File: src/rtl/ubxd_pkg.sv
// Shared types, constants and the field layout table for the UBX frame decoder.
// Used by every module of the decoder; depends on nothing.
package ubxd_pkg;

    localparam int PAYLOAD_DEPTH_DEF = 128;
    localparam int CMD_DEPTH         = 2;
    localparam int VALUE_W           = 33;
    localparam int FID_W             = 6;
    localparam int OUT_TDATA_W       = 40;

    localparam logic [7:0] SYNC_FIRST_RST    = 8'd181;
    localparam logic [7:0] SYNC_SECOND_RST   = 8'd98;
    localparam logic [7:0] CLASS_CODE_RST    = 8'd1;
    localparam logic [7:0] PVT_ID_RST        = 8'd7;
    localparam logic [7:0] RELPOS_ID_RST     = 8'd60;
    localparam logic [7:0] PVT_LENGTH_RST    = 8'd92;
    localparam logic [7:0] RELPOS_LENGTH_RST = 8'd64;

    localparam logic        KIND_PVT    = 1'b0;
    localparam logic        KIND_RELPOS = 1'b1;

    localparam int          YEAR_BASE    = 1980;
    localparam logic [7:0]  SEC_LIMIT    = 8'd60;
    localparam logic [7:0]  SEC_MAX      = 8'd59;
    localparam logic [31:0] DIV10_MAGIC  = 32'hCCCC_CCCD;
    localparam int          DIV10_SHIFT  = 35;

    typedef enum logic [2:0] {
        REG_SYNC_FIRST, REG_SYNC_SECOND, REG_CLASS_CODE, REG_PVT_ID,
        REG_RELPOS_ID, REG_PVT_LENGTH, REG_RELPOS_LENGTH
    } reg_idx_t;

    typedef struct packed {
        logic [7:0] sync_first;
        logic [7:0] sync_second;
        logic [7:0] class_code;
        logic [7:0] pvt_id;
        logic [7:0] relpos_id;
        logic [7:0] pvt_length;
        logic [7:0] relpos_length;
    } cfg_t;

    typedef enum logic [3:0] {
        PH_SYNC1, PH_SYNC2, PH_CLASS, PH_ID, PH_LENLO, PH_LENHI,
        PH_PAYLOAD, PH_CKA, PH_CKB
    } phase_t;

    typedef struct packed {
        logic kind;
        logic fail;
    } cmd_t;

    typedef struct packed {
        logic       en;
        logic [7:0] addr;
        logic [7:0] data;
    } wr_t;

    typedef enum logic [2:0] {OP_U, OP_S, OP_BITS, OP_SEC, OP_DATE, OP_DIV} op_t;

    typedef enum logic [2:0] {
        CAP_NONE, CAP_YEAR, CAP_MONTH, CAP_DAY, CAP_HOUR, CAP_MIN, CAP_SEC
    } cap_t;

    typedef enum logic [2:0] {B_IDLE, B_RD, B_CAP, B_CALC, B_DIV, B_SEND} bst_t;

    typedef struct packed {
        logic [6:0] off;
        logic [2:0] nb;
        op_t        op;
        logic [3:0] sh;
        logic [2:0] mask;
        cap_t       cap;
        logic       last;
    } fld_t;

    function automatic fld_t mk(input logic [6:0] off, input logic [2:0] nb, input op_t op,
                                input logic [3:0] sh, input logic [2:0] mask,
                                input cap_t cap, input logic last);
        fld_t f;
        f.off  = off;
        f.nb   = nb;
        f.op   = op;
        f.sh   = sh;
        f.mask = mask;
        f.cap  = cap;
        f.last = last;
        return f;
    endfunction

    function automatic fld_t pvt_fld(input logic [FID_W-1:0] fid);
        fld_t f;
        f = mk(7'd0, 3'd4, OP_U, 4'd0, 3'd0, CAP_NONE, 1'b0);
        case (fid)
            6'd0:  f = mk(7'd0,  3'd4, OP_U,    4'd0, 3'd0, CAP_NONE,  1'b0);
            6'd1:  f = mk(7'd4,  3'd2, OP_U,    4'd0, 3'd0, CAP_YEAR,  1'b0);
            6'd2:  f = mk(7'd6,  3'd1, OP_U,    4'd0, 3'd0, CAP_MONTH, 1'b0);
            6'd3:  f = mk(7'd7,  3'd1, OP_U,    4'd0, 3'd0, CAP_DAY,   1'b0);
            6'd4:  f = mk(7'd8,  3'd1, OP_U,    4'd0, 3'd0, CAP_HOUR,  1'b0);
            6'd5:  f = mk(7'd9,  3'd1, OP_U,    4'd0, 3'd0, CAP_MIN,   1'b0);
            6'd6:  f = mk(7'd10, 3'd1, OP_SEC,  4'd0, 3'd0, CAP_SEC,   1'b0);
            6'd7:  f = mk(7'd11, 3'd1, OP_DATE, 4'd0, 3'd0, CAP_NONE,  1'b0);
            6'd8:  f = mk(7'd11, 3'd1, OP_BITS, 4'd0, 3'd1, CAP_NONE,  1'b0);
            6'd9:  f = mk(7'd11, 3'd1, OP_BITS, 4'd1, 3'd1, CAP_NONE,  1'b0);
            6'd10: f = mk(7'd11, 3'd1, OP_BITS, 4'd2, 3'd1, CAP_NONE,  1'b0);
            6'd11: f = mk(7'd11, 3'd1, OP_BITS, 4'd3, 3'd1, CAP_NONE,  1'b0);
            6'd12: f = mk(7'd12, 3'd4, OP_U,    4'd0, 3'd0, CAP_NONE,  1'b0);
            6'd13: f = mk(7'd16, 3'd4, OP_S,    4'd0, 3'd0, CAP_NONE,  1'b0);
            6'd14: f = mk(7'd20, 3'd1, OP_U,    4'd0, 3'd0, CAP_NONE,  1'b0);
            6'd15: f = mk(7'd21, 3'd1, OP_BITS, 4'd0, 3'd1, CAP_NONE,  1'b0);
            6'd16: f = mk(7'd21, 3'd1, OP_BITS, 4'd1, 3'd1, CAP_NONE,  1'b0);
            6'd17: f = mk(7'd21, 3'd1, OP_BITS, 4'd2, 3'd7, CAP_NONE,  1'b0);
            6'd18: f = mk(7'd21, 3'd1, OP_BITS, 4'd5, 3'd1, CAP_NONE,  1'b0);
            6'd19: f = mk(7'd21, 3'd1, OP_BITS, 4'd6, 3'd3, CAP_NONE,  1'b0);
            6'd20: f = mk(7'd22, 3'd1, OP_BITS, 4'd5, 3'd1, CAP_NONE,  1'b0);
            6'd21: f = mk(7'd22, 3'd1, OP_BITS, 4'd6, 3'd1, CAP_NONE,  1'b0);
            6'd22: f = mk(7'd22, 3'd1, OP_BITS, 4'd7, 3'd1, CAP_NONE,  1'b0);
            6'd23: f = mk(7'd23, 3'd1, OP_U,    4'd0, 3'd0, CAP_NONE,  1'b0);
            6'd24: f = mk(7'd24, 3'd4, OP_DIV,  4'd0, 3'd0, CAP_NONE,  1'b0);
            6'd25: f = mk(7'd28, 3'd4, OP_DIV,  4'd0, 3'd0, CAP_NONE,  1'b0);
            6'd26: f = mk(7'd32, 3'd4, OP_S,    4'd0, 3'd0, CAP_NONE,  1'b0);
            6'd27: f = mk(7'd36, 3'd4, OP_S,    4'd0, 3'd0, CAP_NONE,  1'b0);
            6'd28: f = mk(7'd40, 3'd4, OP_U,    4'd0, 3'd0, CAP_NONE,  1'b0);
            6'd29: f = mk(7'd44, 3'd4, OP_U,    4'd0, 3'd0, CAP_NONE,  1'b0);
            6'd30: f = mk(7'd48, 3'd4, OP_S,    4'd0, 3'd0, CAP_NONE,  1'b0);
            6'd31: f = mk(7'd52, 3'd4, OP_S,    4'd0, 3'd0, CAP_NONE,  1'b0);
            6'd32: f = mk(7'd56, 3'd4, OP_S,    4'd0, 3'd0, CAP_NONE,  1'b0);
            6'd33: f = mk(7'd60, 3'd4, OP_S,    4'd0, 3'd0, CAP_NONE,  1'b0);
            6'd34: f = mk(7'd64, 3'd4, OP_S,    4'd0, 3'd0, CAP_NONE,  1'b0);
            6'd35: f = mk(7'd68, 3'd4, OP_U,    4'd0, 3'd0, CAP_NONE,  1'b0);
            6'd36: f = mk(7'd72, 3'd4, OP_U,    4'd0, 3'd0, CAP_NONE,  1'b0);
            6'd37: f = mk(7'd76, 3'd2, OP_U,    4'd0, 3'd0, CAP_NONE,  1'b0);
            6'd38: f = mk(7'd78, 3'd1, OP_BITS, 4'd0, 3'd1, CAP_NONE,  1'b0);
            6'd39: f = mk(7'd84, 3'd4, OP_S,    4'd0, 3'd0, CAP_NONE,  1'b0);
            6'd40: f = mk(7'd88, 3'd2, OP_S,    4'd0, 3'd0, CAP_NONE,  1'b0);
            6'd41: f = mk(7'd90, 3'd2, OP_U,    4'd0, 3'd0, CAP_NONE,  1'b1);
            default: f = mk(7'd90, 3'd2, OP_U,  4'd0, 3'd0, CAP_NONE,  1'b1);
        endcase
        return f;
    endfunction

    function automatic fld_t relpos_fld(input logic [FID_W-1:0] fid);
        fld_t f;
        f = mk(7'd0, 3'd1, OP_U, 4'd0, 3'd0, CAP_NONE, 1'b0);
        case (fid)
            6'd0:  f = mk(7'd0,  3'd1, OP_U,    4'd0, 3'd0, CAP_NONE, 1'b0);
            6'd1:  f = mk(7'd2,  3'd2, OP_U,    4'd0, 3'd0, CAP_NONE, 1'b0);
            6'd2:  f = mk(7'd4,  3'd4, OP_U,    4'd0, 3'd0, CAP_NONE, 1'b0);
            6'd3:  f = mk(7'd8,  3'd4, OP_S,    4'd0, 3'd0, CAP_NONE, 1'b0);
            6'd4:  f = mk(7'd12, 3'd4, OP_S,    4'd0, 3'd0, CAP_NONE, 1'b0);
            6'd5:  f = mk(7'd16, 3'd4, OP_S,    4'd0, 3'd0, CAP_NONE, 1'b0);
            6'd6:  f = mk(7'd20, 3'd4, OP_S,    4'd0, 3'd0, CAP_NONE, 1'b0);
            6'd7:  f = mk(7'd24, 3'd4, OP_S,    4'd0, 3'd0, CAP_NONE, 1'b0);
            6'd8:  f = mk(7'd32, 3'd1, OP_S,    4'd0, 3'd0, CAP_NONE, 1'b0);
            6'd9:  f = mk(7'd33, 3'd1, OP_S,    4'd0, 3'd0, CAP_NONE, 1'b0);
            6'd10: f = mk(7'd34, 3'd1, OP_S,    4'd0, 3'd0, CAP_NONE, 1'b0);
            6'd11: f = mk(7'd35, 3'd1, OP_S,    4'd0, 3'd0, CAP_NONE, 1'b0);
            6'd12: f = mk(7'd36, 3'd4, OP_U,    4'd0, 3'd0, CAP_NONE, 1'b0);
            6'd13: f = mk(7'd40, 3'd4, OP_U,    4'd0, 3'd0, CAP_NONE, 1'b0);
            6'd14: f = mk(7'd44, 3'd4, OP_U,    4'd0, 3'd0, CAP_NONE, 1'b0);
            6'd15: f = mk(7'd48, 3'd4, OP_U,    4'd0, 3'd0, CAP_NONE, 1'b0);
            6'd16: f = mk(7'd52, 3'd4, OP_U,    4'd0, 3'd0, CAP_NONE, 1'b0);
            6'd17: f = mk(7'd60, 3'd2, OP_BITS, 4'd0, 3'd1, CAP_NONE, 1'b0);
            6'd18: f = mk(7'd60, 3'd2, OP_BITS, 4'd1, 3'd1, CAP_NONE, 1'b0);
            6'd19: f = mk(7'd60, 3'd2, OP_BITS, 4'd2, 3'd1, CAP_NONE, 1'b0);
            6'd20: f = mk(7'd60, 3'd2, OP_BITS, 4'd3, 3'd3, CAP_NONE, 1'b0);
            6'd21: f = mk(7'd60, 3'd2, OP_BITS, 4'd5, 3'd1, CAP_NONE, 1'b0);
            6'd22: f = mk(7'd60, 3'd2, OP_BITS, 4'd6, 3'd1, CAP_NONE, 1'b0);
            6'd23: f = mk(7'd60, 3'd2, OP_BITS, 4'd7, 3'd1, CAP_NONE, 1'b0);
            6'd24: f = mk(7'd60, 3'd2, OP_BITS, 4'd8, 3'd1, CAP_NONE, 1'b0);
            6'd25: f = mk(7'd60, 3'd2, OP_BITS, 4'd9, 3'd1, CAP_NONE, 1'b1);
            default: f = mk(7'd60, 3'd2, OP_BITS, 4'd9, 3'd1, CAP_NONE, 1'b1);
        endcase
        return f;
    endfunction

    function automatic fld_t fld_lookup(input logic kind, input logic [FID_W-1:0] fid);
        return (kind == KIND_RELPOS) ? relpos_fld(fid) : pvt_fld(fid);
    endfunction

endpackage

File: src/rtl/ubxd_cmd_fifo.sv
// Two-entry request queue between the frame parser and the field unit.
// Depends on ubxd_pkg.
module ubxd_cmd_fifo (
    input  logic           aclk,
    input  logic           aresetn,
    input  logic           push,
    input  ubxd_pkg::cmd_t push_cmd,
    input  logic           pop,
    output ubxd_pkg::cmd_t pop_cmd,
    output logic           full,
    output logic           empty
);
    import ubxd_pkg::*;

    cmd_t       slot_reg [CMD_DEPTH];
    logic       wptr_reg, rptr_reg;
    logic [1:0] cnt_reg;

    always_ff @(posedge aclk) begin
        if (push) begin
            slot_reg[wptr_reg] <= push_cmd;
        end
    end

    always_ff @(posedge aclk) begin
        if (!aresetn) begin
            wptr_reg <= 1'b0;
            rptr_reg <= 1'b0;
            cnt_reg  <= 2'd0;
        end else begin
            if (push) wptr_reg <= ~wptr_reg;
            if (pop)  rptr_reg <= ~rptr_reg;
            cnt_reg <= cnt_reg + {1'b0, push} - {1'b0, pop};
        end
    end

    assign pop_cmd = slot_reg[rptr_reg];
    assign full    = (cnt_reg == 2'(CMD_DEPTH));
    assign empty   = (cnt_reg == 2'd0);

endmodule

File: config.mk
export PLATFORM = sky130hd
export DESIGN_NAME = ubxd_cmd_fifo
export DESIGN_NICKNAME = d
export VERILOG_FILES = /design/src/rtl/ubxd_pkg.sv /design/src/rtl/ubxd_cmd_fifo.sv
export SDC_FILE = /design/constraint.sdc
export NUM_CORES = 1
export LEC_CHECK = 0
export BUFFER_PORTS_ARGS = -buffer_cell sky130_fd_sc_hd__buf_4
export CELL_PAD_IN_SITES_DETAIL_PLACEMENT = 2
export CELL_PAD_IN_SITES_GLOBAL_PLACEMENT = 2
export CORE_AREA = 2 2 39 41
export DETAILED_ROUTE_END_ITERATION = 6
export DIE_AREA = 0 0 41 43
export PLACE_DENSITY = 0.77
export SKIP_CTS_REPAIR_TIMING = 1
export SLEW_MARGIN = 20
export SYNTH_ARGS = -nofsm -noshare
export SYNTH_HDL_FRONTEND = slang
export SYNTH_SLANG_ARGS = --single-unit
File: constraint.sdc
create_clock -name aclk -period 1.5 [get_ports aclk]
set_input_delay 0.3 -clock aclk [delete_from_list [all_inputs] [get_ports aclk]]
set_output_delay 0.3 -clock aclk [all_outputs]
set_load 0.1 [all_outputs]
==> results.toml <==
[timing]
relSlewSlack_pct = 81.5
worst_slew_pin_slew_ns = 0.277
hold_violations = 0
slew_viol_final = 0
setup_violations = 0
grt_setup_unrepaired = "no"
post-route-min-period_ns = 1.44
fin_crit_sh_pct = 95.8
fmax_ghz = 0.696
fin_hold_ws_ns = 0.232
clock_skew_ns = 0.00125

[drt]
via_count = 226
drc = 0
drtIter0Drc = 0
ant_nets = 0
dr.pass1.iters = 1
vias_per_cell = 4.04
totalWireLength_um = 652
routedWlPerCell_um = 11.6

[setup_path]
critPathCaptureType = "output pin"
worstPathMaxFanout = 2
start_kind = "register"
crit_arrival_ns = 1.14
slowest_delay_ns = 0.35
path_cells = "mux2_2 -> buf_6"
critPathSlowestCell = "dfxtp_1"
setup.worst_path.class = "reg2out"
crit_required_ns = 1.20
path_buf_inv = 1
cp_top_family = "flip-flops"

[cts]
clock-root-buffer = "clkbuf_4"
clockBufferDepth = 2
cts_sinks = 9
cts_tree = "done"
numCtsBuffers = 3
clk_pin_slew_ns = 0.06
htreeDepth = 1
clkLatencyLatePin_ns = 0.25

[grt]
antenna_found_initial = 0
gr-total-overflow = 0
grtUsageTotal_pct = 9.99
grt_max_degree = 6
grt_pass1_wl_um = 1090
grt_pass1_vias = 272

[final_layout]
final_nets = 49
drive_above_1_share_pct = 40.0
final_cell_mix = "buf_4 (7), dfxtp_1 (5), and2_1 (4), edfxtp_1 (4)"
n_antenna_cell = 0
final_common_cell = "buf_4"
fill_cells = 153
area_growth_pct = 34.4
fin_util_pct = 35.7

[die]
initial_core_util_pct = 26.6
fp.dieH_um = 43
core.rowCount = 14
die-area_um2 = 1760
ios = 10
fp.coreArea_um2 = 1380
dieWidth_um = 41

[place]
gp_congestion = 0.639
io_buffers = 9
dp_hpwl_um = 535

[power]
p_per_area_nw_per_um2 = 1560
power_mw = 0.772
leakagePower_nw = 0.214
peakVddDrop_mv = 0.583

[logic_synthesis]
yosys_warnings = 0
synth_nets = 35
avgSynthCellArea_um2 = 13.6
synth_cell_type_count = 11
synth_seq_cells = 9
syn_inst = 27
syn_area_um2 = 368
yosysSeqAreaShare_pct = 59.9

[status]
status = "completed"

[worst_hold_path]
hold_class = "in2reg"

[flow_run]
drv_cap = 0
## per-stage QoR
stage               setup slack, ns  setup TNS (ns)  cell area (µm²)  cells
finish                       0.0630               0              494     56
global route                 0.0159               0              494     56
CTS                         0.00538               0              487     56
detailed placement            0.142               0              460     52
global placement              0.247               0              460     52
floorplan                  -0.00649        -0.00649              373     27
## per-layer routing
metal	global-route usage (%)	up-vias	wire length (µm)	share of wire (%)
met5	0	-	0	0
met4	8.00	0	0	0
met3	3.66	0	14	2.1
met2	16.3	3	414	63
met1	9.12	109	223	34
li1	-	114	-	-
## cells in the mapped netlist
master	instances	area share, %
dfxtp_1	5	27
and2_1	4	6.8
edfxtp_1	4	33
nor2b_1	4	6.8
ha_1	2	6.8
inv_1	2	2.0
mux2_2	2	6.1
nor2_1	1	1.0
o21a_1	1	2.0
xnor3_1	1	6.1
xor2_1	1	2.4
## cell families after synthesis
group                      synth area share, %
and+or+nand+nor                           14.6
DFF                                       59.9
xor gates and xnor gates                  8.50
buffers and inverters                     2.04
muxes                                     6.12
adders and majority gates                 6.80
AOI/OAI and AO/OA                         2.04
## path summary, 6_finish.rpt
check	end	depth (start not counted)	slack, ns	from
worst max-delay path	pop_cmd[1]	2	0.06	register
worst max register to register	cnt_reg[1]	6	0.16	cnt_reg[0]
worst min register to register	slot_reg[0][0]	1	0.60	wptr_reg
worst min-delay path	slot_reg[1][1]	1	0.23	push_cmd[1]
## area by class of cell
class	count	area [µm²]	area share, %
well taps	16	20.0	4.05
clock buffers	4	26.3	5.32
flip-flops and latches	9	220	44.6
inverters	2	7.51	1.52
repair buffers	9	75.1	15.2
multi-input cells	16	145	29.4
## report_power, final
part / internal, mW / switching [mW]
registers: 0.282 / 0.0180
logic: 0.0921 / 0.200
clock network: 0.102 / 0.0771
Power figures use the tool's default switching activity.
