### config.mk
export PLATFORM = sky130hd
export DESIGN_NAME = ubxd_front
export DESIGN_NICKNAME = d
export VERILOG_FILES = /design/src/rtl/ubxd_pkg.sv /design/src/rtl/ubxd_front.sv
export SDC_FILE = /design/constraint.sdc
export NUM_CORES = 1
export LEC_CHECK = 0
export ABC_AREA = 1
export BUFFER_PORTS_ARGS = -buffer_cell sky130_fd_sc_hd__buf_2
export CORE_MARGIN = 2
export CORE_UTILIZATION = 59
export DETAILED_ROUTE_END_ITERATION = 12
export PLACE_DENSITY = 0.87
export SYNTH_ARGS = -nofsm -noshare
export SYNTH_HDL_FRONTEND = slang
export SYNTH_SLANG_ARGS = --single-unit
### constraint.sdc
create_clock -name aclk -period 6.93 [get_ports aclk]
set_input_delay 0 -clock aclk [delete_from_list [all_inputs] [get_ports aclk]]
set_output_delay 0 -clock aclk [all_outputs]
set_load 0.02 [all_outputs]
### src/rtl/ubxd_pkg.sv
// Shared types, constants and the field layout table for the UBX frame decoder.
// Used by every module of the decoder; depends on nothing.
package ubxd_pkg;

    localparam int PAYLOAD_DEPTH_DEF = 128;
    localparam int CMD_DEPTH         = 2;
    localparam int VALUE_W           = 33;
    localparam int FID_W             = 6;
    localparam int OUT_TDATA_W       = 40;

    localparam logic [7:0] SYNC_FIRST_RST    = 8'd181;
    localparam logic [7:0] SYNC_SECOND_RST   = 8'd98;
    localparam logic [7:0] CLASS_CODE_RST    = 8'd1;
    localparam logic [7:0] PVT_ID_RST        = 8'd7;
    localparam logic [7:0] RELPOS_ID_RST     = 8'd60;
    localparam logic [7:0] PVT_LENGTH_RST    = 8'd92;
    localparam logic [7:0] RELPOS_LENGTH_RST = 8'd64;

    localparam logic        KIND_PVT    = 1'b0;
    localparam logic        KIND_RELPOS = 1'b1;

    localparam int          YEAR_BASE    = 1980;
    localparam logic [7:0]  SEC_LIMIT    = 8'd60;
    localparam logic [7:0]  SEC_MAX      = 8'd59;
    localparam logic [31:0] DIV10_MAGIC  = 32'hCCCC_CCCD;
    localparam int          DIV10_SHIFT  = 35;

    typedef enum logic [2:0] {
        REG_SYNC_FIRST, REG_SYNC_SECOND, REG_CLASS_CODE, REG_PVT_ID,
        REG_RELPOS_ID, REG_PVT_LENGTH, REG_RELPOS_LENGTH
    } reg_idx_t;

    typedef struct packed {
        logic [7:0] sync_first;
        logic [7:0] sync_second;
        logic [7:0] class_code;
        logic [7:0] pvt_id;
        logic [7:0] relpos_id;
        logic [7:0] pvt_length;
        logic [7:0] relpos_length;
    } cfg_t;

    typedef enum logic [3:0] {
        PH_SYNC1, PH_SYNC2, PH_CLASS, PH_ID, PH_LENLO, PH_LENHI,
        PH_PAYLOAD, PH_CKA, PH_CKB
    } phase_t;

    typedef struct packed {
        logic kind;
        logic fail;
    } cmd_t;

    typedef struct packed {
        logic       en;
        logic [7:0] addr;
        logic [7:0] data;
    } wr_t;

    typedef enum logic [2:0] {OP_U, OP_S, OP_BITS, OP_SEC, OP_DATE, OP_DIV} op_t;

    typedef enum logic [2:0] {
        CAP_NONE, CAP_YEAR, CAP_MONTH, CAP_DAY, CAP_HOUR, CAP_MIN, CAP_SEC
    } cap_t;

    typedef enum logic [2:0] {B_IDLE, B_RD, B_CAP, B_CALC, B_DIV, B_SEND} bst_t;

    typedef struct packed {
        logic [6:0] off;
        logic [2:0] nb;
        op_t        op;
        logic [3:0] sh;
        logic [2:0] mask;
        cap_t       cap;
        logic       last;
    } fld_t;

    function automatic fld_t mk(input logic [6:0] off, input logic [2:0] nb, input op_t op,
                                input logic [3:0] sh, input logic [2:0] mask,
                                input cap_t cap, input logic last);
        fld_t f;
        f.off  = off;
        f.nb   = nb;
        f.op   = op;
        f.sh   = sh;
        f.mask = mask;
        f.cap  = cap;
        f.last = last;
        return f;
    endfunction

    function automatic fld_t pvt_fld(input logic [FID_W-1:0] fid);
        fld_t f;
        f = mk(7'd0, 3'd4, OP_U, 4'd0, 3'd0, CAP_NONE, 1'b0);
        case (fid)
            6'd0:  f = mk(7'd0,  3'd4, OP_U,    4'd0, 3'd0, CAP_NONE,  1'b0);
            6'd1:  f = mk(7'd4,  3'd2, OP_U,    4'd0, 3'd0, CAP_YEAR,  1'b0);
            6'd2:  f = mk(7'd6,  3'd1, OP_U,    4'd0, 3'd0, CAP_MONTH, 1'b0);
            6'd3:  f = mk(7'd7,  3'd1, OP_U,    4'd0, 3'd0, CAP_DAY,   1'b0);
            6'd4:  f = mk(7'd8,  3'd1, OP_U,    4'd0, 3'd0, CAP_HOUR,  1'b0);
            6'd5:  f = mk(7'd9,  3'd1, OP_U,    4'd0, 3'd0, CAP_MIN,   1'b0);
            6'd6:  f = mk(7'd10, 3'd1, OP_SEC,  4'd0, 3'd0, CAP_SEC,   1'b0);
            6'd7:  f = mk(7'd11, 3'd1, OP_DATE, 4'd0, 3'd0, CAP_NONE,  1'b0);
            6'd8:  f = mk(7'd11, 3'd1, OP_BITS, 4'd0, 3'd1, CAP_NONE,  1'b0);
            6'd9:  f = mk(7'd11, 3'd1, OP_BITS, 4'd1, 3'd1, CAP_NONE,  1'b0);
            6'd10: f = mk(7'd11, 3'd1, OP_BITS, 4'd2, 3'd1, CAP_NONE,  1'b0);
            6'd11: f = mk(7'd11, 3'd1, OP_BITS, 4'd3, 3'd1, CAP_NONE,  1'b0);
            6'd12: f = mk(7'd12, 3'd4, OP_U,    4'd0, 3'd0, CAP_NONE,  1'b0);
            6'd13: f = mk(7'd16, 3'd4, OP_S,    4'd0, 3'd0, CAP_NONE,  1'b0);
            6'd14: f = mk(7'd20, 3'd1, OP_U,    4'd0, 3'd0, CAP_NONE,  1'b0);
            6'd15: f = mk(7'd21, 3'd1, OP_BITS, 4'd0, 3'd1, CAP_NONE,  1'b0);
            6'd16: f = mk(7'd21, 3'd1, OP_BITS, 4'd1, 3'd1, CAP_NONE,  1'b0);
            6'd17: f = mk(7'd21, 3'd1, OP_BITS, 4'd2, 3'd7, CAP_NONE,  1'b0);
            6'd18: f = mk(7'd21, 3'd1, OP_BITS, 4'd5, 3'd1, CAP_NONE,  1'b0);
            6'd19: f = mk(7'd21, 3'd1, OP_BITS, 4'd6, 3'd3, CAP_NONE,  1'b0);
            6'd20: f = mk(7'd22, 3'd1, OP_BITS, 4'd5, 3'd1, CAP_NONE,  1'b0);
            6'd21: f = mk(7'd22, 3'd1, OP_BITS, 4'd6, 3'd1, CAP_NONE,  1'b0);
            6'd22: f = mk(7'd22, 3'd1, OP_BITS, 4'd7, 3'd1, CAP_NONE,  1'b0);
            6'd23: f = mk(7'd23, 3'd1, OP_U,    4'd0, 3'd0, CAP_NONE,  1'b0);
            6'd24: f = mk(7'd24, 3'd4, OP_DIV,  4'd0, 3'd0, CAP_NONE,  1'b0);
            6'd25: f = mk(7'd28, 3'd4, OP_DIV,  4'd0, 3'd0, CAP_NONE,  1'b0);
            6'd26: f = mk(7'd32, 3'd4, OP_S,    4'd0, 3'd0, CAP_NONE,  1'b0);
            6'd27: f = mk(7'd36, 3'd4, OP_S,    4'd0, 3'd0, CAP_NONE,  1'b0);
            6'd28: f = mk(7'd40, 3'd4, OP_U,    4'd0, 3'd0, CAP_NONE,  1'b0);
            6'd29: f = mk(7'd44, 3'd4, OP_U,    4'd0, 3'd0, CAP_NONE,  1'b0);
            6'd30: f = mk(7'd48, 3'd4, OP_S,    4'd0, 3'd0, CAP_NONE,  1'b0);
            6'd31: f = mk(7'd52, 3'd4, OP_S,    4'd0, 3'd0, CAP_NONE,  1'b0);
            6'd32: f = mk(7'd56, 3'd4, OP_S,    4'd0, 3'd0, CAP_NONE,  1'b0);
            6'd33: f = mk(7'd60, 3'd4, OP_S,    4'd0, 3'd0, CAP_NONE,  1'b0);
            6'd34: f = mk(7'd64, 3'd4, OP_S,    4'd0, 3'd0, CAP_NONE,  1'b0);
            6'd35: f = mk(7'd68, 3'd4, OP_U,    4'd0, 3'd0, CAP_NONE,  1'b0);
            6'd36: f = mk(7'd72, 3'd4, OP_U,    4'd0, 3'd0, CAP_NONE,  1'b0);
            6'd37: f = mk(7'd76, 3'd2, OP_U,    4'd0, 3'd0, CAP_NONE,  1'b0);
            6'd38: f = mk(7'd78, 3'd1, OP_BITS, 4'd0, 3'd1, CAP_NONE,  1'b0);
            6'd39: f = mk(7'd84, 3'd4, OP_S,    4'd0, 3'd0, CAP_NONE,  1'b0);
            6'd40: f = mk(7'd88, 3'd2, OP_S,    4'd0, 3'd0, CAP_NONE,  1'b0);
            6'd41: f = mk(7'd90, 3'd2, OP_U,    4'd0, 3'd0, CAP_NONE,  1'b1);
            default: f = mk(7'd90, 3'd2, OP_U,  4'd0, 3'd0, CAP_NONE,  1'b1);
        endcase
        return f;
    endfunction

    function automatic fld_t relpos_fld(input logic [FID_W-1:0] fid);
        fld_t f;
        f = mk(7'd0, 3'd1, OP_U, 4'd0, 3'd0, CAP_NONE, 1'b0);
        case (fid)
            6'd0:  f = mk(7'd0,  3'd1, OP_U,    4'd0, 3'd0, CAP_NONE, 1'b0);
            6'd1:  f = mk(7'd2,  3'd2, OP_U,    4'd0, 3'd0, CAP_NONE, 1'b0);
            6'd2:  f = mk(7'd4,  3'd4, OP_U,    4'd0, 3'd0, CAP_NONE, 1'b0);
            6'd3:  f = mk(7'd8,  3'd4, OP_S,    4'd0, 3'd0, CAP_NONE, 1'b0);
            6'd4:  f = mk(7'd12, 3'd4, OP_S,    4'd0, 3'd0, CAP_NONE, 1'b0);
            6'd5:  f = mk(7'd16, 3'd4, OP_S,    4'd0, 3'd0, CAP_NONE, 1'b0);
            6'd6:  f = mk(7'd20, 3'd4, OP_S,    4'd0, 3'd0, CAP_NONE, 1'b0);
            6'd7:  f = mk(7'd24, 3'd4, OP_S,    4'd0, 3'd0, CAP_NONE, 1'b0);
            6'd8:  f = mk(7'd32, 3'd1, OP_S,    4'd0, 3'd0, CAP_NONE, 1'b0);
            6'd9:  f = mk(7'd33, 3'd1, OP_S,    4'd0, 3'd0, CAP_NONE, 1'b0);
            6'd10: f = mk(7'd34, 3'd1, OP_S,    4'd0, 3'd0, CAP_NONE, 1'b0);
            6'd11: f = mk(7'd35, 3'd1, OP_S,    4'd0, 3'd0, CAP_NONE, 1'b0);
            6'd12: f = mk(7'd36, 3'd4, OP_U,    4'd0, 3'd0, CAP_NONE, 1'b0);
            6'd13: f = mk(7'd40, 3'd4, OP_U,    4'd0, 3'd0, CAP_NONE, 1'b0);
            6'd14: f = mk(7'd44, 3'd4, OP_U,    4'd0, 3'd0, CAP_NONE, 1'b0);
            6'd15: f = mk(7'd48, 3'd4, OP_U,    4'd0, 3'd0, CAP_NONE, 1'b0);
            6'd16: f = mk(7'd52, 3'd4, OP_U,    4'd0, 3'd0, CAP_NONE, 1'b0);
            6'd17: f = mk(7'd60, 3'd2, OP_BITS, 4'd0, 3'd1, CAP_NONE, 1'b0);
            6'd18: f = mk(7'd60, 3'd2, OP_BITS, 4'd1, 3'd1, CAP_NONE, 1'b0);
            6'd19: f = mk(7'd60, 3'd2, OP_BITS, 4'd2, 3'd1, CAP_NONE, 1'b0);
            6'd20: f = mk(7'd60, 3'd2, OP_BITS, 4'd3, 3'd3, CAP_NONE, 1'b0);
            6'd21: f = mk(7'd60, 3'd2, OP_BITS, 4'd5, 3'd1, CAP_NONE, 1'b0);
            6'd22: f = mk(7'd60, 3'd2, OP_BITS, 4'd6, 3'd1, CAP_NONE, 1'b0);
            6'd23: f = mk(7'd60, 3'd2, OP_BITS, 4'd7, 3'd1, CAP_NONE, 1'b0);
            6'd24: f = mk(7'd60, 3'd2, OP_BITS, 4'd8, 3'd1, CAP_NONE, 1'b0);
            6'd25: f = mk(7'd60, 3'd2, OP_BITS, 4'd9, 3'd1, CAP_NONE, 1'b1);
            default: f = mk(7'd60, 3'd2, OP_BITS, 4'd9, 3'd1, CAP_NONE, 1'b1);
        endcase
        return f;
    endfunction

    function automatic fld_t fld_lookup(input logic kind, input logic [FID_W-1:0] fid);
        return (kind == KIND_RELPOS) ? relpos_fld(fid) : pvt_fld(fid);
    endfunction

endpackage

### src/rtl/ubxd_front.sv
// Frame parser: header hunt, payload store writes, Fletcher-8 check, queues requests.
// Depends on ubxd_pkg.
module ubxd_front (
    input  logic           aclk,
    input  logic           aresetn,
    input  ubxd_pkg::cfg_t cfg,
    input  logic           s_tvalid,
    output logic           s_tready,
    input  logic [7:0]     s_tdata,
    input  logic           run_busy,
    input  logic           q_full,
    output ubxd_pkg::wr_t  wr,
    output logic           push,
    output ubxd_pkg::cmd_t push_cmd
);
    import ubxd_pkg::*;

    phase_t     phase_reg, phase_next;
    logic [7:0] sum_a_reg, sum_a_next;
    logic [7:0] sum_b_reg, sum_b_next;
    logic [7:0] count_reg, count_next;
    logic       kind_reg, kind_next;

    logic       storing, take;
    logic [7:0] b, len, a1, b1, cnt1;

    assign storing  = phase_reg inside {PH_PAYLOAD, PH_CKA, PH_CKB};
    // hold store writes while the field unit may still read the last frame
    assign s_tready = !q_full && !(storing && run_busy);
    assign take     = s_tvalid && s_tready;
    assign b        = s_tdata;
    assign len      = kind_reg ? cfg.relpos_length : cfg.pvt_length;
    assign a1       = sum_a_reg + b;
    assign b1       = sum_b_reg + a1;
    assign cnt1     = count_reg + 8'd1;

    always_ff @(posedge aclk) begin
        if (!aresetn) begin
            phase_reg <= PH_SYNC1;
            sum_a_reg <= 8'd0;
            sum_b_reg <= 8'd0;
            count_reg <= 8'd0;
            kind_reg  <= KIND_PVT;
        end else begin
            phase_reg <= phase_next;
            sum_a_reg <= sum_a_next;
            sum_b_reg <= sum_b_next;
            count_reg <= count_next;
            kind_reg  <= kind_next;
        end
    end

    always_comb begin
        phase_next = phase_reg;
        sum_a_next = sum_a_reg;
        sum_b_next = sum_b_reg;
        count_next = count_reg;
        kind_next  = kind_reg;
        wr.en      = 1'b0;
        wr.addr    = count_reg;
        wr.data    = b;
        push       = 1'b0;
        push_cmd.kind = kind_reg;
        push_cmd.fail = 1'b1;
        if (take) begin
            case (phase_reg)
                PH_SYNC1: begin
                    phase_next = (b == cfg.sync_first) ? PH_SYNC2 : PH_SYNC1;
                end
                PH_SYNC2: begin
                    phase_next = (b == cfg.sync_second) ? PH_CLASS : PH_SYNC1;
                end
                PH_CLASS: begin
                    if (b == cfg.class_code) begin
                        phase_next = PH_ID;
                        count_next = 8'd0;
                        sum_a_next = b;
                        sum_b_next = b;
                    end else begin
                        phase_next = PH_SYNC1;
                    end
                end
                PH_ID: begin
                    if (b == cfg.pvt_id || b == cfg.relpos_id) begin
                        kind_next  = (b == cfg.pvt_id) ? KIND_PVT : KIND_RELPOS;
                        sum_a_next = a1;
                        sum_b_next = b1;
                        phase_next = PH_LENLO;
                    end else begin
                        phase_next = PH_SYNC1;
                    end
                end
                PH_LENLO, PH_LENHI: begin
                    if (b == ((phase_reg == PH_LENLO) ? len : 8'd0)) begin
                        sum_a_next = a1;
                        sum_b_next = b1;
                        phase_next = (phase_reg == PH_LENLO) ? PH_LENHI : PH_PAYLOAD;
                    end else begin
                        phase_next = PH_SYNC1;
                    end
                end
                PH_PAYLOAD: begin
                    wr.en      = 1'b1;
                    count_next = cnt1;
                    sum_a_next = a1;
                    sum_b_next = b1;
                    if (cnt1 == len) phase_next = PH_CKA;
                end
                PH_CKA: begin
                    wr.en      = 1'b1;
                    count_next = cnt1;
                    if (b != sum_a_reg) begin
                        phase_next = PH_SYNC1;
                        push       = 1'b1;
                    end else begin
                        phase_next = PH_CKB;
                    end
                end
                PH_CKB: begin
                    wr.en         = 1'b1;
                    count_next    = cnt1;
                    phase_next    = PH_SYNC1;
                    push          = 1'b1;
                    push_cmd.fail = (b != sum_b_reg);
                end
                default: begin
                    phase_next = PH_SYNC1;
                end
            endcase
        end
    end

endmodule

==> results of run 1 <==
kinds of logic after synthesis:
logic type	share of synthesized area
AND/OR/NAND/NOR	0.418
buffers and inverters	0.122
AO/OA/AOI/OAI	0.0979
XOR/XNOR	0.126
flip-flops	0.167
adder cells (fa/ha/maj)	0.0691
worst max-delay path, cell delays in order (launching register included):
cell      delay (ps)
dfxtp_1          320
ha_1             210
fa_1             420
nand3_1           90
nand2_1           90
a21oi_1          160
o21bai_1          90
xnor2_1          240
inv_1             70
ha_1             330
a21oi_1          160
nand2_1           70
a31oi_1          200
nand2_1           90
nand2_1           60
nor2_1            40
nor2_1           100
nor2_1            50
metrics by stage:
step	instances	setup WS, ps	power, W	hold WS [ps]	area, um2
after floorplan	576	4450	0.000304	76.9	3470
after global placement	708	4320	0.000343	261	3810
after detailed placement	708	4190	0.000347	265	3810
after CTS	716	4140	0.000534	49.1	3930
after global routing	716	3880	0.000561	63.4	3930
final	716	4030	0.000534	49.7	3930
metal layers:
layer,share of wire,vias to the layer above
met5,0,-
met4,0.025,0
met3,0.091,30
met2,0.48,201
met1,0.41,1814
li1,-,1963
cells in the final DEF, fill, tap and decap left out, types with 3 or more instances in the layout:
cell	count
inv_1	52
o21ai_0	16
ha_1	16
nand4_1	7
nor2_2	4
a21oi_1	33
xor2_1	21
nor2_4	4
nand2_4	3
nor3_1	6
buf_2	89
nand2_2	5
clkbuf_8	6
xnor2_1	29
dfxtp_1	29
clkinv_1	3
o21ai_1	3
o21bai_1	3
nor2_1	47
inv_2	4
nand3_1	61
nand2_1	184
worst max-delay path by stage:
stage / startpoint / end / slack [ps] / depth (start not counted)
after global placement: sum_a_reg[0] / sum_b_reg[7] / 4320 / 17
after floorplan: sum_a_reg[0] / sum_b_reg[7] / 4450 / 17
after global routing: sum_a_reg[0] / sum_b_reg[7] / 3880 / 17
after CTS: sum_a_reg[0] / sum_b_reg[7] / 4140 / 17
final: sum_a_reg[0] / sum_b_reg[7] / 4030 / 17
after detailed placement: sum_a_reg[0] / sum_b_reg[7] / 4190 / 17
cell type report:
cell class                 instances  area (um2)  share of cell area
multi-input combinational        459        2470               0.630
sequential                        29         581               0.148
timing repair buffer              89         445               0.113
clock inverter                     1        30.0             0.00765
clock buffer                       7        86.3              0.0220
inverter                          59         221              0.0564
tap                               72        90.1              0.0230
report_power, final:
part	switching (W)	internal (W)
sequential	0.00000627	0.000171
clock	0.0000693	0.000117
combinational	0.000106	0.0000641
==> out/results.ini, run 1 <==
[outcome]
status = finished clean

[worst_hold_path]
whs_path_depth = 3
hp-class = in2reg
min_from = aresetn
whs_endpoint = phase_reg[1]

[layout]
drive_above_1_share = 0.191
fin_nets = 730
area_growth_pct = 13.0
fillers = 502
antenna_cells = 0
final_core_util = 0.700

[die]
die_h_um = 80.7
num_rows = 27
initial_core_util = 0.620
die_x_um = 80.7
ios = 90
placeableCoreArea_um2 = 5610
design.die.area_um2 = 6520

[placed_design]
hpwl_um = 7480
place.gp.congestion = 0.941
io_buffers = 89

[detailed_routing]
drc = 0
wl_per_cell_um = 14.1
postRouteAntennaNets = 0
wl_um = 10100
routed_via_density = 5.60
first_iter_violations = 330
num_vias = 4008
firstDrtPassIters = 5

[clocking]
clk_path_buf_depth = 2
path_clk_slew_ps = 70
cts-htree-levels = 2
postCtsSetupBuffers = 0
clk_latency_ps = 290
cts_sinks = 29
cts_tree = done
root_buffer = clkbuf_8
cts_buffers = 5
cts_hold_repair.buffers = 0
ctsResizeCount = 0

[grt]
grt_pass1_wl_um = 16100
grt_antenna_before_repair = 0
grt.met3_usage = 0.0444
grt-ovfl-total = 0
grt.busiest_layer = met2
grt_pass1_vias = 3577
use_met1 = 0.384
grt_usage = 0.316
grt_max_degree = 20
met2_usage = 0.569

[sta]
skew_ps = 6.87
setup_viol = 0
maxSlewViolCount = 0
timing.final.crit_share = 0.418
fmax_mhz = 345
fin_crit_ps = 2900
hold_viol = 0
final.setup.tns_ps = 0
rsz0062_at_grt = false
worstMarginPinSlew_ps = 706
max_slew_margin = 0.527

[synthesis]
synth_area_leaders = nand2_1 20%, dfxtp_1 17%, nand3_1 8.8%, xnor2_1 7.3%, ha_1 5.8%
ys_warn_count = 0
yosys-top-cells-count = 184 x nand2_1, 61 x nand3_1, 52 x inv_1
synth_area_um2 = 3470
yosysMostFrequentCell = nand2_1
syn_inst = 576
ys_async_sr_fraction = 0
synth_top_cell_by_area = nand2_1
yosysUniqueCellTypes = 37
yosys.area.top_type_share = 0.199
ys_seq_elements = 29
syn-num-nets = 663
synth_edf_count = 0
ys.flop_type = dfxtp_1
yosysSeqAreaShare = 0.167
syn_avg_cell_area_um2 = 6.03

[setup_path]
ff2ff_path_depth = 17
critPathRequiredTime_ps = 7110
worst_ep_arrival_time_ps = 3080
worst_setup_path_start_kind = flip-flop
r2r-end = sum_b_reg[7]
path_class = reg2reg
worstReg2RegStart = sum_a_reg[0]
crit_path_end_kind = flip-flop
ff2ff_setup_slack_ps = 4030
crit_fanout = 4

[power_and_ir_drop]
p_leak_nw = 1.98
power.density_nw_per_um2 = 136
peakVddDrop_mv = 0.107

[run]
cap_violations = 0

No activity file was read; power rests on OpenSTA's default activity.
==> run 2: changes to the inputs <==
- CORE_UTILIZATION: 59 -> 49
- PLACE_DENSITY: 0.87 -> 0.77
- clock period: 6.93 -> 2.49 ns (I/O delays scaled with it)
==> run 2 against run 1 <==
  * Non-clock buffer count increased by 25
  * Combinational power increased to 3.2 times the previous value
  * Worst setup slack got worse by 4000 ps
  * Total power increased to 2.7 times the previous value
  * Critical path type unchanged
  * Largest cell class unchanged
==> out/results.ini, run 2 (synthesized netlist as in run 1, its figures left out) <==
[detailed_routing]
top_layer = met4
num_vias = 4019  ; +0.27%
wl_per_cell_um = 13.5  ; -4.4%
drc = 0  ; unchanged
route.met2.wl_um = 5010  ; +4.4%
first_iter_violations = 230  ; -30%
routed_via_density = 5.25  ; -6.1%
wl_met1_um = 4370  ; +6.3%
wl_um = 10300  ; +2.1%
route.met3.wl_um = 754  ; -18%
postRouteAntennaNets = 0  ; unchanged
firstDrtPassIters = 5  ; unchanged

[setup_path]
worstReg2RegStart = sum_a_reg[0]
ff2ff_setup_slack_ps = 6  ; -4030 ps
worst_setup_path_start_kind = flip-flop
ff2ff_path_depth = 17  ; unchanged
path_class = reg2reg
crit_path_end_kind = flip-flop
r2r-end = sum_b_reg[6]
critPathRequiredTime_ps = 2670  ; -4440 ps
worst_ep_arrival_time_ps = 2660  ; -420 ps
crit_fanout = 3  ; -1

[die]
placeableCoreArea_um2 = 6830  ; +22%
initial_core_util = 0.509  ; -0.111
die_x_um = 88.2  ; +9.2%
ios = 90  ; unchanged
die_h_um = 88.2  ; +9.2%
num_rows = 30  ; +11%
design.die.area_um2 = 7780  ; +19%

[sta]
setup_viol = 0  ; unchanged
skew_ps = 12.0  ; +5.10 ps
rsz0062_at_grt = true
hold_viol = 0  ; unchanged
fin_crit_ps = 2480  ; -414 ps
max_slew_margin = 0.515  ; -0.0119
timing.final.crit_share = 0.998  ; +0.579
maxSlewViolCount = 0  ; unchanged
final.setup.tns_ps = 0  ; unchanged
worstMarginPinSlew_ps = 724  ; +17.8 ps
fmax_mhz = 403  ; +17%

[power_and_ir_drop]
p_leak_nw = 2.09  ; +5.8%
seq_power_share = 0.345  ; +0.013
swShare = 0.376  ; +0.0362
p_int_w = 0.000893  ; +150%
switchingPower_w = 0.000539  ; +200%
clock_power_share = 0.279  ; -0.070
combPwrFrac = 0.376  ; +0.057
power.density_nw_per_um2 = 335  ; +150%
peakVddDrop_mv = 0.247  ; +130%

[grt]
grt-ovfl-total = 0  ; unchanged
grt_pass1_wl_um = 16200  ; +0.30%
grt_max_degree = 20  ; unchanged
grt_antenna_before_repair = 0  ; unchanged
grt_pass1_vias = 3560  ; -0.48%
grt_usage = 0.263  ; -0.0527

[clocking]
cts_buffers = 5  ; unchanged
clk_path_buf_depth = 2  ; unchanged
cts-htree-levels = 2  ; unchanged
cts_tree = done
cts_sinks = 29  ; unchanged
clk_latency_ps = 290  ; about the same
root_buffer = clkbuf_8
path_clk_slew_ps = 80  ; about the same

[placed_design]
io_buffers = 89  ; unchanged
place.gp.congestion = 0.926  ; -1.6%
placed_area_um2 = 3980  ; +4.5%
hpwl_um = 7690  ; +2.9%

[outcome]
status = finished clean

[layout]
drive_above_1_share = 0.260  ; +0.0691
final_cell_mix = 180 x nand2_1, 89 x buf_2, 59 x nand3_1
final_common_cell = nand2_1
fin_area_um2 = 4270  ; +8.7%
fin_nets = 755  ; +3.4%
antenna_cells = 0  ; unchanged
area_growth_pct = 22.8

[worst_hold_path]
hp-class = in2reg
whs_path_depth = 3  ; unchanged
whs_endpoint = phase_reg[3]
min_from = aresetn

[run]
cap_violations = 0  ; unchanged

run 2: cell count changes in the layout (fill, tap and decap cells not counted), moves of 3 or more:
| cell | previous run | this run |
|---|---|---|
| a21oi_1 | 33 | 28 |
| o21ai_0 | 16 | 13 |
| ha_1 | 16 | 11 |
| buf_4 | 0 | 23 |
| a21oi_2 | 1 | 6 |
| ha_4 | 0 | 4 |
| nand2_2 | 5 | 9 |
| nand2_1 | 184 | 180 |
run 2: worst max-delay path by stage:
stage	slack, ps	start	end	cells past startpoint
after global routing	-180	sum_a_reg[0]	sum_b_reg[7]	17
after global placement	-90	sum_a_reg[0]	sum_b_reg[7]	17
final	6	sum_a_reg[0]	sum_b_reg[6]	17
after detailed placement	-140	sum_a_reg[0]	sum_b_reg[7]	17
after floorplan	10	sum_a_reg[0]	sum_b_reg[7]	17
after CTS	-30	sum_a_reg[0]	sum_b_reg[6]	17
run 2: per-stage QoR:
stage          total power, W  hold slack (ps)  instances  setup slack (ps)   util
3_3_place_gp         0.000983              259        751             -91.7  0.583
4_1_cts               0.00140             52.8        763             -32.3  0.605
2_1_floorplan        0.000846             76.9        576              12.0      -
6_report              0.00143             56.3        765              5.94  0.625
5_1_grt               0.00151             84.9        765              -178  0.625
3_5_place_dp         0.000995              271        751              -142  0.583
run 2: cell type report:
cell class                      instances  area [um2]
Clock buffer                            5        68.8
Sequential cell                        29         582
Multi-Input combinational cell        459        2620
Inverter                               59         221
Clock inverter                          3        17.5
Timing Repair Buffer                  114         641
Tap cell                               96         120
Fill cell                             628        2560
run 2: repair_timing:
action                                  4_1_cts  5_1_grt
pin swaps                                     9       11
hold endpoints to repair                      0        0
hold buffers                                  0        0
gates resized for setup                       9       24
cloned                                        0        0
buffers inserted                              4        2
endpoints found under the setup margin        4        5
run 2: power groups by stage:
stage | registers [W] | clock network [W] | logic (W)
after floorplan | 0.000499 | 0 | 0.000347
after global placement | 0.000502 | 0 | 0.000480
after detailed placement | 0.000503 | 0 | 0.000492
after CTS | 0.000493 | 0.000402 | 0.000505
after global routing | 0.000496 | 0.000422 | 0.000593
final | 0.000494 | 0.000399 | 0.000538
run 2: critical path, stage by stage, from the launching register on:
cell and delay [ps]:
dfxtp_2 340, ha_4 160, fa_2 360, buf_6 140, xor2_4 180, ha_4 240, nand2_1 80, inv_1 70
o21ai_2 120, nand2_2 70, nand2_1 80, nand2_1 70, a21oi_2 140, nand2_1 60, nand2_1 50, nor2_1 40
nor2_1 100, nor2_1 50
run 2: metal layers:
metal | vias to the layer above | track usage
li1 | 2010 | -
met1 | 1809 | 0.326
met2 | 182 | 0.471
met3 | 18 | 0.0405
met4 | 0 | 0.0771
met5 | - | 0
